## config.mk

```make
export PLATFORM = sky130hd
export DESIGN_NAME = midi_effect_settings_control
export DESIGN_NICKNAME = d
export VERILOG_FILES = /design/src/hw/rtl/msc_pkg.sv /design/src/hw/rtl/msc_cfg.sv /design/src/hw/rtl/msc_core.sv /design/src/hw/rtl/midi_effect_settings_control.sv
export SDC_FILE = /design/constraint.sdc
export NUM_CORES = 1
export LEC_CHECK = 0
export ABC_CLOCK_PERIOD_IN_PS = 5800
export BUFFER_PORTS_ARGS = -buffer_cell sky130_fd_sc_hd__buf_2
export CAP_MARGIN = 40
export CORE_ASPECT_RATIO = 0.7
export CORE_MARGIN = 5
export CORE_UTILIZATION = 25
export DETAILED_ROUTE_END_ITERATION = 7
export HOLD_SLACK_MARGIN = 0.12
export SYNTH_ARGS = -nofsm -noshare
export SYNTH_HDL_FRONTEND = slang
export SYNTH_SLANG_ARGS = --single-unit
```

## constraint.sdc

```tcl
create_clock -name clk -period 5.8 [get_ports clk]
set_input_delay 0.29 -clock clk [delete_from_list [all_inputs] [get_ports clk]]
set_output_delay 0.29 -clock clk [all_outputs]
set_load 0.005 [all_outputs]
```

## src/hw/rtl/msc_pkg.sv

```systemverilog
// Package for the MIDI effect settings controller.
// Holds the item structs, the configuration struct, action codes and defaults.
// No dependencies.
package msc_pkg;

  // Default values of the top-level parameters
  localparam int NUM_EFFECTS_DEF      = 16;
  localparam int SAVE_DELAY_TICKS_DEF = 200;
  localparam int DISPLAY_TICKS_DEF    = 30;

  // Field widths
  localparam int EFF_W    = 4;
  localparam int BRIGHT_W = 8;
  localparam int OFS_W    = 8;
  localparam int DELAY_W  = 8;
  localparam int DISP_W   = 5;
  localparam int LIT_W    = 5;
  localparam int SAVED_W  = 16;

  // Configuration port
  localparam int CFG_ADDR_W = 4;
  localparam int CFG_DATA_W = 32;

  // Register indexes
  localparam logic [1:0] REG_CONTROL_CH = 2'd0;
  localparam logic [1:0] REG_CHORD_CH   = 2'd1;
  localparam logic [1:0] REG_BASS_CH    = 2'd2;
  localparam logic [1:0] REG_BRIGHT_CC  = 2'd3;

  // Register reset values
  localparam logic [3:0] CONTROL_CH_RST = 4'd0;
  localparam logic [3:0] CHORD_CH_RST   = 4'd4;
  localparam logic [3:0] BASS_CH_RST    = 4'd5;
  localparam logic [6:0] BRIGHT_CC_RST  = 7'd91;

  // Action codes
  localparam logic [2:0] ACT_RESTORE  = 3'd0;
  localparam logic [2:0] ACT_NOTE_ON  = 3'd1;
  localparam logic [2:0] ACT_CTRL     = 3'd2;
  localparam logic [2:0] ACT_PROGRAM  = 3'd3;
  localparam logic [2:0] ACT_TICK     = 3'd4;

  // Clamp limits and constants
  localparam logic signed [SAVED_W-1:0] BRIGHT_MIN = 16'sd12;
  localparam logic signed [SAVED_W-1:0] BRIGHT_MAX = 16'sd255;
  localparam logic signed [SAVED_W-1:0] OFS_MIN    = -16'sd63;
  localparam logic signed [SAVED_W-1:0] OFS_MAX    = 16'sd63;
  localparam logic [OFS_W-1:0]          KEY_CENTER = 8'd64;
  localparam logic [BRIGHT_W-1:0]       BRIGHT_RST = 8'd255;

  typedef struct packed {
    logic [2:0]                 action;
    logic [3:0]                 channel;
    logic [6:0]                 key;
    logic [6:0]                 value;
    logic signed [SAVED_W-1:0]  saved_effect;
    logic signed [SAVED_W-1:0]  saved_brightness;
    logic signed [SAVED_W-1:0]  saved_chord_shift;
    logic signed [SAVED_W-1:0]  saved_bass_shift;
  } in_item_t;

  typedef struct packed {
    logic [EFF_W-1:0]         effect_index;
    logic [BRIGHT_W-1:0]      brightness_level;
    logic signed [OFS_W-1:0]  chord_shift;
    logic signed [OFS_W-1:0]  bass_shift;
    logic                     settings_changed;
    logic                     commit_strobe;
    logic                     show_index;
    logic [LIT_W-1:0]         lit_count;
  } out_item_t;

  typedef struct packed {
    logic [3:0] control_channel;
    logic [3:0] chord_channel;
    logic [3:0] bass_channel;
    logic [6:0] brightness_controller;
  } cfg_t;

endpackage

```

## src/hw/rtl/msc_cfg.sv

```systemverilog
// Configuration register file on an APB-style port.
// Depends on msc_pkg for the register indexes, reset values and cfg_t.
module msc_cfg (
  input  logic                            clk,
  input  logic                            rst_n,
  input  logic                            psel,
  input  logic                            penable,
  input  logic                            pwrite,
  input  logic [msc_pkg::CFG_ADDR_W-1:0]  paddr,
  input  logic [msc_pkg::CFG_DATA_W-1:0]  pwdata,
  output logic [msc_pkg::CFG_DATA_W-1:0]  prdata,
  output logic                            pready,
  output msc_pkg::cfg_t                   cfg
);
  import msc_pkg::*;

  cfg_t       cfg_r;
  cfg_t       cfg_nxt;
  logic       wr_en;
  logic [1:0] reg_idx;

  assign pready  = 1'b1;
  assign wr_en   = psel && penable && pwrite;
  assign reg_idx = paddr[CFG_ADDR_W-1:2];

  // register write decode
  always_comb begin
    cfg_nxt = cfg_r;
    if (wr_en) begin
      unique case (reg_idx)
        REG_CONTROL_CH: cfg_nxt.control_channel       = pwdata[3:0];
        REG_CHORD_CH:   cfg_nxt.chord_channel         = pwdata[3:0];
        REG_BASS_CH:    cfg_nxt.bass_channel          = pwdata[3:0];
        REG_BRIGHT_CC:  cfg_nxt.brightness_controller = pwdata[6:0];
        default:        cfg_nxt = cfg_r;
      endcase
    end
  end

  always_ff @(posedge clk) begin
    if (!rst_n) begin
      cfg_r.control_channel       <= CONTROL_CH_RST;
      cfg_r.chord_channel         <= CHORD_CH_RST;
      cfg_r.bass_channel          <= BASS_CH_RST;
      cfg_r.brightness_controller <= BRIGHT_CC_RST;
    end else begin
      cfg_r <= cfg_nxt;
    end
  end

  // read mux
  always_comb begin
    unique case (reg_idx)
      REG_CONTROL_CH: prdata = CFG_DATA_W'(cfg_r.control_channel);
      REG_CHORD_CH:   prdata = CFG_DATA_W'(cfg_r.chord_channel);
      REG_BASS_CH:    prdata = CFG_DATA_W'(cfg_r.bass_channel);
      REG_BRIGHT_CC:  prdata = CFG_DATA_W'(cfg_r.brightness_controller);
      default:        prdata = '0;
    endcase
  end

  assign cfg = cfg_r;

endmodule

```

## src/hw/rtl/msc_core.sv

```systemverilog
// Settings state and event logic: computes one result per item from the
// registered input item and updates the settings and timers on each step.
// Depends on msc_pkg for item types, action codes and limits.
module msc_core #(
  parameter int NUM_EFFECTS      = msc_pkg::NUM_EFFECTS_DEF,
  parameter int SAVE_DELAY_TICKS = msc_pkg::SAVE_DELAY_TICKS_DEF,
  parameter int DISPLAY_TICKS    = msc_pkg::DISPLAY_TICKS_DEF
) (
  input  logic                clk,
  input  logic                rst_n,
  input  logic                step,
  input  msc_pkg::in_item_t   item,
  input  msc_pkg::cfg_t       cfg,
  output msc_pkg::out_item_t  result
);
  import msc_pkg::*;

  localparam logic [EFF_W:0]            EFF_LIMIT  = (EFF_W+1)'(NUM_EFFECTS);
  localparam logic signed [SAVED_W-1:0] EFF_MAX    = SAVED_W'(NUM_EFFECTS - 1);
  localparam logic [DELAY_W-1:0]        DELAY_LOAD = DELAY_W'(SAVE_DELAY_TICKS);
  localparam logic [DISP_W-1:0]         DISP_LOAD  = DISP_W'(DISPLAY_TICKS);

  logic [EFF_W-1:0]        effect_r,  effect_nxt;
  logic [BRIGHT_W-1:0]     bright_r,  bright_nxt;
  logic [OFS_W-1:0]        chord_r,   chord_nxt;
  logic [OFS_W-1:0]        bass_r,    bass_nxt;
  logic [DELAY_W-1:0]      delay_r,   delay_nxt;
  logic [DISP_W-1:0]       disp_r,    disp_nxt;

  logic [EFF_W:0]          eff_inc;
  logic [OFS_W-1:0]        key_ofs;
  logic                    changed, strobe, show;
  logic [LIT_W-1:0]        lit;
  logic signed [SAVED_W-1:0] eff_cl, bright_cl, chord_cl, bass_cl;

  assign eff_inc = {1'b0, effect_r} + (EFF_W+1)'(1);
  assign key_ofs = KEY_CENTER - {1'b0, item.key};

  // restore clamps
  always_comb begin
    eff_cl = item.saved_effect;
    if (item.saved_effect < 0)       eff_cl = '0;
    if (item.saved_effect > EFF_MAX) eff_cl = EFF_MAX;
    bright_cl = item.saved_brightness;
    if (item.saved_brightness < BRIGHT_MIN) bright_cl = BRIGHT_MIN;
    if (item.saved_brightness > BRIGHT_MAX) bright_cl = BRIGHT_MAX;
    chord_cl = item.saved_chord_shift;
    if (item.saved_chord_shift < OFS_MIN) chord_cl = OFS_MIN;
    if (item.saved_chord_shift > OFS_MAX) chord_cl = OFS_MAX;
    bass_cl = item.saved_bass_shift;
    if (item.saved_bass_shift < OFS_MIN) bass_cl = OFS_MIN;
    if (item.saved_bass_shift > OFS_MAX) bass_cl = OFS_MAX;
  end

  // event decode and next settings
  always_comb begin
    effect_nxt = effect_r;
    bright_nxt = bright_r;
    chord_nxt  = chord_r;
    bass_nxt   = bass_r;
    delay_nxt  = delay_r;
    disp_nxt   = disp_r;
    changed    = 1'b0;
    strobe     = 1'b0;
    show       = 1'b0;
    lit        = '0;
    unique case (item.action)
      ACT_RESTORE: begin
        effect_nxt = eff_cl[EFF_W-1:0];
        bright_nxt = bright_cl[BRIGHT_W-1:0];
        chord_nxt  = chord_cl[OFS_W-1:0];
        bass_nxt   = bass_cl[OFS_W-1:0];
      end
      ACT_NOTE_ON: begin
        if (item.channel == cfg.control_channel) begin
          disp_nxt   = DISP_LOAD;
          delay_nxt  = DELAY_LOAD;
          changed    = 1'b1;
          effect_nxt = (eff_inc >= EFF_LIMIT) ? '0 : eff_inc[EFF_W-1:0];
        end
        if (item.channel == cfg.chord_channel) begin
          changed   = 1'b1;
          chord_nxt = key_ofs;
        end
        if (item.channel == cfg.bass_channel) begin
          changed  = 1'b1;
          bass_nxt = key_ofs;
        end
      end
      ACT_CTRL: begin
        // twice a 7-bit value never exceeds 254
        if (item.key == cfg.brightness_controller) begin
          delay_nxt  = DELAY_LOAD;
          bright_nxt = {item.value, 1'b0};
        end
      end
      ACT_PROGRAM: begin
        if (item.channel == cfg.control_channel &&
            {1'b0, item.value} < 8'(EFF_LIMIT)) begin
          changed    = 1'b1;
          effect_nxt = item.value[EFF_W-1:0];
        end
      end
      ACT_TICK: begin
        if (delay_r != '0) begin
          delay_nxt = delay_r - DELAY_W'(1);
          strobe    = (delay_r == DELAY_W'(2));
        end
        if (disp_r != '0) begin
          disp_nxt = disp_r - DISP_W'(1);
          show     = 1'b1;
          lit      = LIT_W'(eff_inc);
        end
      end
      default: ;
    endcase
  end

  always_ff @(posedge clk) begin
    if (!rst_n) begin
      effect_r <= '0;
      bright_r <= BRIGHT_RST;
      chord_r  <= '0;
      bass_r   <= '0;
      delay_r  <= '0;
      disp_r   <= '0;
    end else if (step) begin
      effect_r <= effect_nxt;
      bright_r <= bright_nxt;
      chord_r  <= chord_nxt;
      bass_r   <= bass_nxt;
      delay_r  <= delay_nxt;
      disp_r   <= disp_nxt;
    end
  end

  // result reports settings after the event
  assign result.effect_index     = effect_nxt;
  assign result.brightness_level = bright_nxt;
  assign result.chord_shift      = chord_nxt;
  assign result.bass_shift       = bass_nxt;
  assign result.settings_changed = changed;
  assign result.commit_strobe    = strobe;
  assign result.show_index       = show;
  assign result.lit_count        = lit;

endmodule

```

## src/hw/rtl/midi_effect_settings_control.sv

```systemverilog
// MIDI effect settings controller, top level. The result of an accepted item
// passes through the input register, then the result register. Throughput: one
// item per cycle while the result is not stalled; the single-pass event logic sets
// that. A stalled result holds the input register.
// Reset (rst_n, synchronous): pipeline empty, settings and timers at their
// reset values, configuration registers at defaults. Depends on msc_pkg.
module midi_effect_settings_control #(
  parameter int NUM_EFFECTS      = msc_pkg::NUM_EFFECTS_DEF,
  parameter int SAVE_DELAY_TICKS = msc_pkg::SAVE_DELAY_TICKS_DEF,
  parameter int DISPLAY_TICKS    = msc_pkg::DISPLAY_TICKS_DEF
) (
  input  logic                            clk,
  input  logic                            rst_n,
  input  logic                            in_valid,
  output logic                            in_stall,
  input  msc_pkg::in_item_t               in_data,
  output logic                            out_valid,
  input  logic                            out_stall,
  output msc_pkg::out_item_t              out_data,
  input  logic                            psel,
  input  logic                            penable,
  input  logic                            pwrite,
  input  logic [msc_pkg::CFG_ADDR_W-1:0]  paddr,
  input  logic [msc_pkg::CFG_DATA_W-1:0]  pwdata,
  output logic [msc_pkg::CFG_DATA_W-1:0]  prdata,
  output logic                            pready
);
  import msc_pkg::*;

  cfg_t       cfg;
  in_item_t   s1_item_r;
  logic       s1_valid_r, s1_valid_nxt;
  out_item_t  out_item_r;
  out_item_t  result;
  logic       out_valid_r, out_valid_nxt;
  logic       s1_adv;
  logic       in_acc;

  msc_cfg u_cfg (
    .clk     (clk),
    .rst_n   (rst_n),
    .psel    (psel),
    .penable (penable),
    .pwrite  (pwrite),
    .paddr   (paddr),
    .pwdata  (pwdata),
    .prdata  (prdata),
    .pready  (pready),
    .cfg     (cfg)
  );

  msc_core #(
    .NUM_EFFECTS      (NUM_EFFECTS),
    .SAVE_DELAY_TICKS (SAVE_DELAY_TICKS),
    .DISPLAY_TICKS    (DISPLAY_TICKS)
  ) u_core (
    .clk    (clk),
    .rst_n  (rst_n),
    .step   (s1_adv),
    .item   (s1_item_r),
    .cfg    (cfg),
    .result (result)
  );

  // pipeline flow: stage 1 moves on when the result register is free
  assign s1_adv   = s1_valid_r && (!out_valid_r || !out_stall);
  assign in_stall = s1_valid_r && !s1_adv;
  assign in_acc   = in_valid && !in_stall;

  always_comb begin
    s1_valid_nxt  = in_acc ? 1'b1 : (s1_valid_r && !s1_adv);
    out_valid_nxt = s1_adv ? 1'b1 : (out_valid_r && out_stall);
  end

  // control
  always_ff @(posedge clk) begin
    if (!rst_n) begin
      s1_valid_r  <= 1'b0;
      out_valid_r <= 1'b0;
    end else begin
      s1_valid_r  <= s1_valid_nxt;
      out_valid_r <= out_valid_nxt;
    end
  end

  // payload
  always_ff @(posedge clk) begin
    if (in_acc) s1_item_r  <= in_data;
    if (s1_adv) out_item_r <= result;
  end

  assign out_valid = out_valid_r;
  assign out_data  = out_item_r;

endmodule

```

==> impl_metrics.prom <==
# TYPE chip_impl_metric gauge
chip_impl_metric{name="placedCellCount",unit=""} 1216
chip_impl_metric{name="netlist_area",unit="um^2"} 7990
chip_impl_metric{name="postCtsSetupBuffers",unit=""} 0
chip_impl_metric{name="layout.core_utilization",unit="%"} 33.8
chip_impl_info{name="path_delay_family",value="simple AND/OR/NAND/NOR gates"} 1
chip_impl_metric{name="tightest_slew",unit="ps"} 807
chip_impl_metric{name="cts_buffers",unit=""} 17
chip_impl_metric{name="worstPathArrival",unit="ps"} 2650
chip_impl_metric{name="nets",unit=""} 1042
chip_impl_metric{name="core",unit="um^2"} 31400
chip_impl_metric{name="initial_core_utilization",unit="%"} 25.5
chip_impl_metric{name="fin_tns_setup",unit="ps"} 0
chip_impl_metric{name="synth-edff-count",unit=""} 121
chip_impl_metric{name="setup_skew",unit="ps"} 12.1
chip_impl_metric{name="core.rowCount",unit=""} 54
chip_impl_metric{name="worst-r2r-cell-count",unit=""} 5
chip_impl_metric{name="required",unit="ps"} 5940
chip_impl_metric{name="post_route_cells_drive_above_1_share",unit="%"} 22.7
chip_impl_metric{name="cts-htree-levels",unit=""} 4
chip_impl_metric{name="finalPower",unit="W"} 0.00285
chip_impl_metric{name="finalSetupViolCount",unit=""} 0
chip_impl_metric{name="overflow",unit=""} 0
chip_impl_metric{name="number_of_iterations_in_the_first_detailed_routing_pass",unit=""} 5
chip_impl_info{name="min_to",value="u_cfg.cfg[9]"} 1
chip_impl_metric{name="drc",unit=""} 0
chip_impl_metric{name="final_antenna_net_count",unit=""} 0
chip_impl_metric{name="hold_viol_final",unit=""} 0
chip_impl_info{name="ranking_of_synthesized_cells_by_area",value="sky130_fd_sc_hd__edfxtp_1 46%, sky130_fd_sc_hd__dfxtp_1 16%, sky130_fd_sc_hd__nand2_1 2.9%"} 1
chip_impl_metric{name="grt_max_degree",unit=""} 51
chip_impl_metric{name="post_drt_wl_per_cell",unit="um"} 16.8
chip_impl_metric{name="viasPerCell",unit=""} 4.55
chip_impl_metric{name="timing.final.max_slew_violations",unit=""} 0
chip_impl_metric{name="initial_antenna_violation_count",unit=""} 0
chip_impl_metric{name="worstHoldPathCells",unit=""} 3
chip_impl_metric{name="biggest_fanout_along_the_worst_timing_path",unit=""} 16
chip_impl_metric{name="period_needed",unit="ps"} 2510
chip_impl_info{name="worst_hold_path_type",value="in -> reg"} 1
chip_impl_metric{name="place.detailed.hpwl",unit="um"} 16100
chip_impl_metric{name="yosysTopAreaCellShare",unit="%"} 45.5
chip_impl_info{name="critPathCaptureType",value="flip-flop"} 1
chip_impl_metric{name="clock_tree.buffer_depth",unit=""} 2
chip_impl_info{name="area_leader_netlist",value="sky130_fd_sc_hd__edfxtp_1"} 1
chip_impl_metric{name="max-vdd-ir-drop",unit="mV"} 0.199
chip_impl_metric{name="top_level_ports",unit=""} 199
chip_impl_metric{name="fmax",unit="GHz"} 0.398
chip_impl_metric{name="drt_iter0_markers",unit=""} 478
chip_impl_metric{name="grt_pass1_vias",unit=""} 6004
chip_impl_metric{name="slowest_delay",unit="ps"} 770
chip_impl_metric{name="clkSinkCount",unit=""} 183
chip_impl_info{name="post_synth_most_frequent_cells",value="121 x sky130_fd_sc_hd__edfxtp_1, 62 x sky130_fd_sc_hd__dfxtp_1, 62 x sky130_fd_sc_hd__nand2_1, 56 x sky130_fd_sc_hd__nor2_1, 36 x sky130_fd_sc_hd__o21ai_0"} 1
chip_impl_metric{name="worst-path-stages",unit=""} 5
chip_impl_info{name="dominantRegCellSynth",value="sky130_fd_sc_hd__edfxtp_1"} 1
chip_impl_info{name="tritoncts",value="built"} 1
chip_impl_info{name="clock_tree.root_cell",value="sky130_fd_sc_hd__clkbuf_16"} 1
chip_impl_metric{name="place.gp.congestion",unit=""} 0.814
chip_impl_info{name="regToRegStartpoint",value="s1_item_r[82]"} 1
chip_impl_info{name="grt_setup_unrepaired",value="false"} 1
chip_impl_metric{name="clk_transition_reported_paths",unit="ps"} 70
chip_impl_metric{name="total_via_count_after_detailed_routing",unit=""} 6097
chip_impl_metric{name="share_of_async_settable_or_async_resettable_flops_after_synthesis",unit="%"} 0
chip_impl_metric{name="slew_headroom",unit="%"} 45.8
chip_impl_metric{name="die_h",unit="um"} 160
chip_impl_metric{name="final.hold.worst_slack",unit="ps"} 153
chip_impl_info{name="yosys.cell_count.top_type",value="sky130_fd_sc_hd__edfxtp_1"} 1
chip_impl_metric{name="timing.final.crit_share",unit="%"} 43.3
chip_impl_metric{name="post_synth.cell_area_avg",unit="um^2"} 11.9
chip_impl_metric{name="power-per-cell-area",unit="nW/um^2"} 269
chip_impl_info{name="timing_worst_setup_path_type",value="reg -> reg"} 1
chip_impl_metric{name="finalNonFillerCells",unit=""} 1340
chip_impl_metric{name="synth_seq_cells",unit=""} 183
chip_impl_info{name="origin_of_the_worst_min_delay_path",value="pwdata[2]"} 1
chip_impl_info{name="timing.critical_path.cells",value="or3_1 > nor2_1 > a31o_2 > o21ai_0 > o211ai_1"} 1
chip_impl_metric{name="floorplan.die.width",unit="um"} 224
chip_impl_metric{name="port-buffer-count",unit=""} 145
chip_impl_metric{name="synth_cell_types",unit=""} 68
chip_impl_metric{name="setup.reg_to_reg.worst_slack",unit="ps"} 3290
chip_impl_metric{name="yosysSeqAreaShare",unit="%"} 61.0
chip_impl_metric{name="floorplan.die_area",unit="um^2"} 35700
chip_impl_metric{name="diodes",unit=""} 0
chip_impl_info{name="worstReg2RegEnd",value="out_data[10]"} 1
chip_impl_info{name="run_status",value="complete, no violations"} 1
chip_impl_metric{name="worst_path_buffer_plus_inverter_count",unit=""} 0
chip_impl_metric{name="syn_to_final_growth",unit="%"} 32.5
chip_impl_metric{name="static_power_due_to_leakage",unit="nW"} 4.07
chip_impl_metric{name="wire_length_reported_by_the_detailed_router",unit="um"} 22500
chip_impl_metric{name="grt_usage",unit="%"} 12.3
chip_impl_info{name="crit_path_start_kind",value="flip-flop"} 1
chip_impl_metric{name="grt_first_pass_wirelength",unit="um"} 34000
chip_impl_metric{name="postSynthCellCount",unit=""} 669
chip_impl_metric{name="clk-insertion-delay-late",unit="ps"} 430
chip_impl_metric{name="yosysWarningCount",unit=""} 0
chip_impl_info{name="cpMaxStageDelayCell",value="sky130_fd_sc_hd__edfxtp_1"} 1
chip_impl_metric{name="max_cap_violations",unit=""} 0
[kinds of logic (layout without fill, tap and decap cells)]
logic type | count (synthesis) | in the layout | synth area share (%)
mux | 25 | 25 | 3.78
compound gates | 150 | 150 | 13.2
simple gates | 212 | 212 | 13.4
flops | 183 | 183 | 61.0
fa+ha+maj | 7 | 7 | 1.10
buf+inv | 64 | 291 | 4.48
other cells | 2 | 26 | 0.0940
xor+xnor | 26 | 26 | 2.85
[routing by layer]
metal | global-route usage (%) | routed length (um)
met2 | 18.7 | 9950
met4 | 2.70 | 286
met3 | 4.00 | 1590
met5 | 0 | 0
met1 | 17.1 | 10700
[cell type report]
cell class / count / area, um^2
clock buffer: 20 / 437
fill: 3160 / 20800
sequential: 183 / 4870
timing repair buffer: 246 / 1740
tap: 420 / 526
clock inverter: 12 / 104
inverter: 13 / 48.8
multi-input combinational: 446 / 2850
[cell usage in the layout, fill, tap and decap left out, types with 7 or more instances in the layout]
cell type                       instances
sky130_fd_sc_hd__a221o_1               16
sky130_fd_sc_hd__mux2i_1               20
sky130_fd_sc_hd__nor2_1                56
sky130_fd_sc_hd__dlygate4sd3_1         92
sky130_fd_sc_hd__edfxtp_1             121
sky130_fd_sc_hd__a21oi_1               21
sky130_fd_sc_hd__o31ai_1                7
sky130_fd_sc_hd__nor3_1                20
sky130_fd_sc_hd__ha_1                   7
sky130_fd_sc_hd__o21ai_0               36
sky130_fd_sc_hd__a31oi_1               22
sky130_fd_sc_hd__xnor2_1               23
sky130_fd_sc_hd__dfxtp_1               62
sky130_fd_sc_hd__nor4_1                14
sky130_fd_sc_hd__clkbuf_16             17
sky130_fd_sc_hd__inv_1                 12
sky130_fd_sc_hd__nand2_1               62
sky130_fd_sc_hd__nand3_1               16
sky130_fd_sc_hd__buf_2                146
sky130_fd_sc_hd__conb_1                26
[power breakdown]
group / internal [W] / total [W] / switching [W]
clock: 0.000591 / 0.00109 / 0.000499
sequential: 0.00146 / 0.00150 / 0.0000404
combinational: 0.000127 / 0.000257 / 0.000130
total: 0.00218 / 0.00285 / 0.000670
[sequential cells by signal, indices dropped and copies added (netlist names)]
| name | flops |
|---|---|
| out_data | 36 |
| out_valid | 1 |
| s1_item_r | 85 |
| s1_valid_r | 1 |
| u_cfg.cfg | 19 |
| u_core.bass_r | 8 |
| u_core.bright_r | 8 |
| u_core.chord_r | 8 |
| u_core.delay_r | 8 |
| u_core.disp_r | 5 |
| u_core.effect_r | 4 |
[repair_timing]
| item | CTS | global route |
|---|---|---|
| resized for setup | 0 | 0 |
| endpoints found under the hold margin | 92 | 0 |
| hold buffers | 92 | 0 |
[through the flow]
stage / setup WS, ps / cell area, um^2
floorplan: 952 / 8080
global placement: 3290 / 9060
detailed placement: 3320 / 9120
CTS: 3320 / 10600
global route: 3130 / 10600
finish: 3290 / 10600
[worst max path at each step]
stage | slack [ps] | start | to
after floorplan | 950 | out_valid | s1_item_r[0]
after global placement | 3290 | s1_item_r[82] | u_core.bass_r[3]
after detailed placement | 3320 | s1_item_r[82] | out_data[28]
after CTS | 3320 | s1_item_r[82] | out_data[31]
after global routing | 3130 | out_stall | u_core.disp_r[4]
final | 3290 | s1_item_r[82] | out_data[10]
[worst reg2reg max path, cell delays in order (launching register included)]
cell	delay (ps)
sky130_fd_sc_hd__edfxtp_1	770
sky130_fd_sc_hd__or3_1	680
sky130_fd_sc_hd__nor2_1	120
sky130_fd_sc_hd__a31o_2	270
sky130_fd_sc_hd__o21ai_0	210
sky130_fd_sc_hd__o211ai_1	180
No activity file was read; power rests on OpenSTA's default activity.
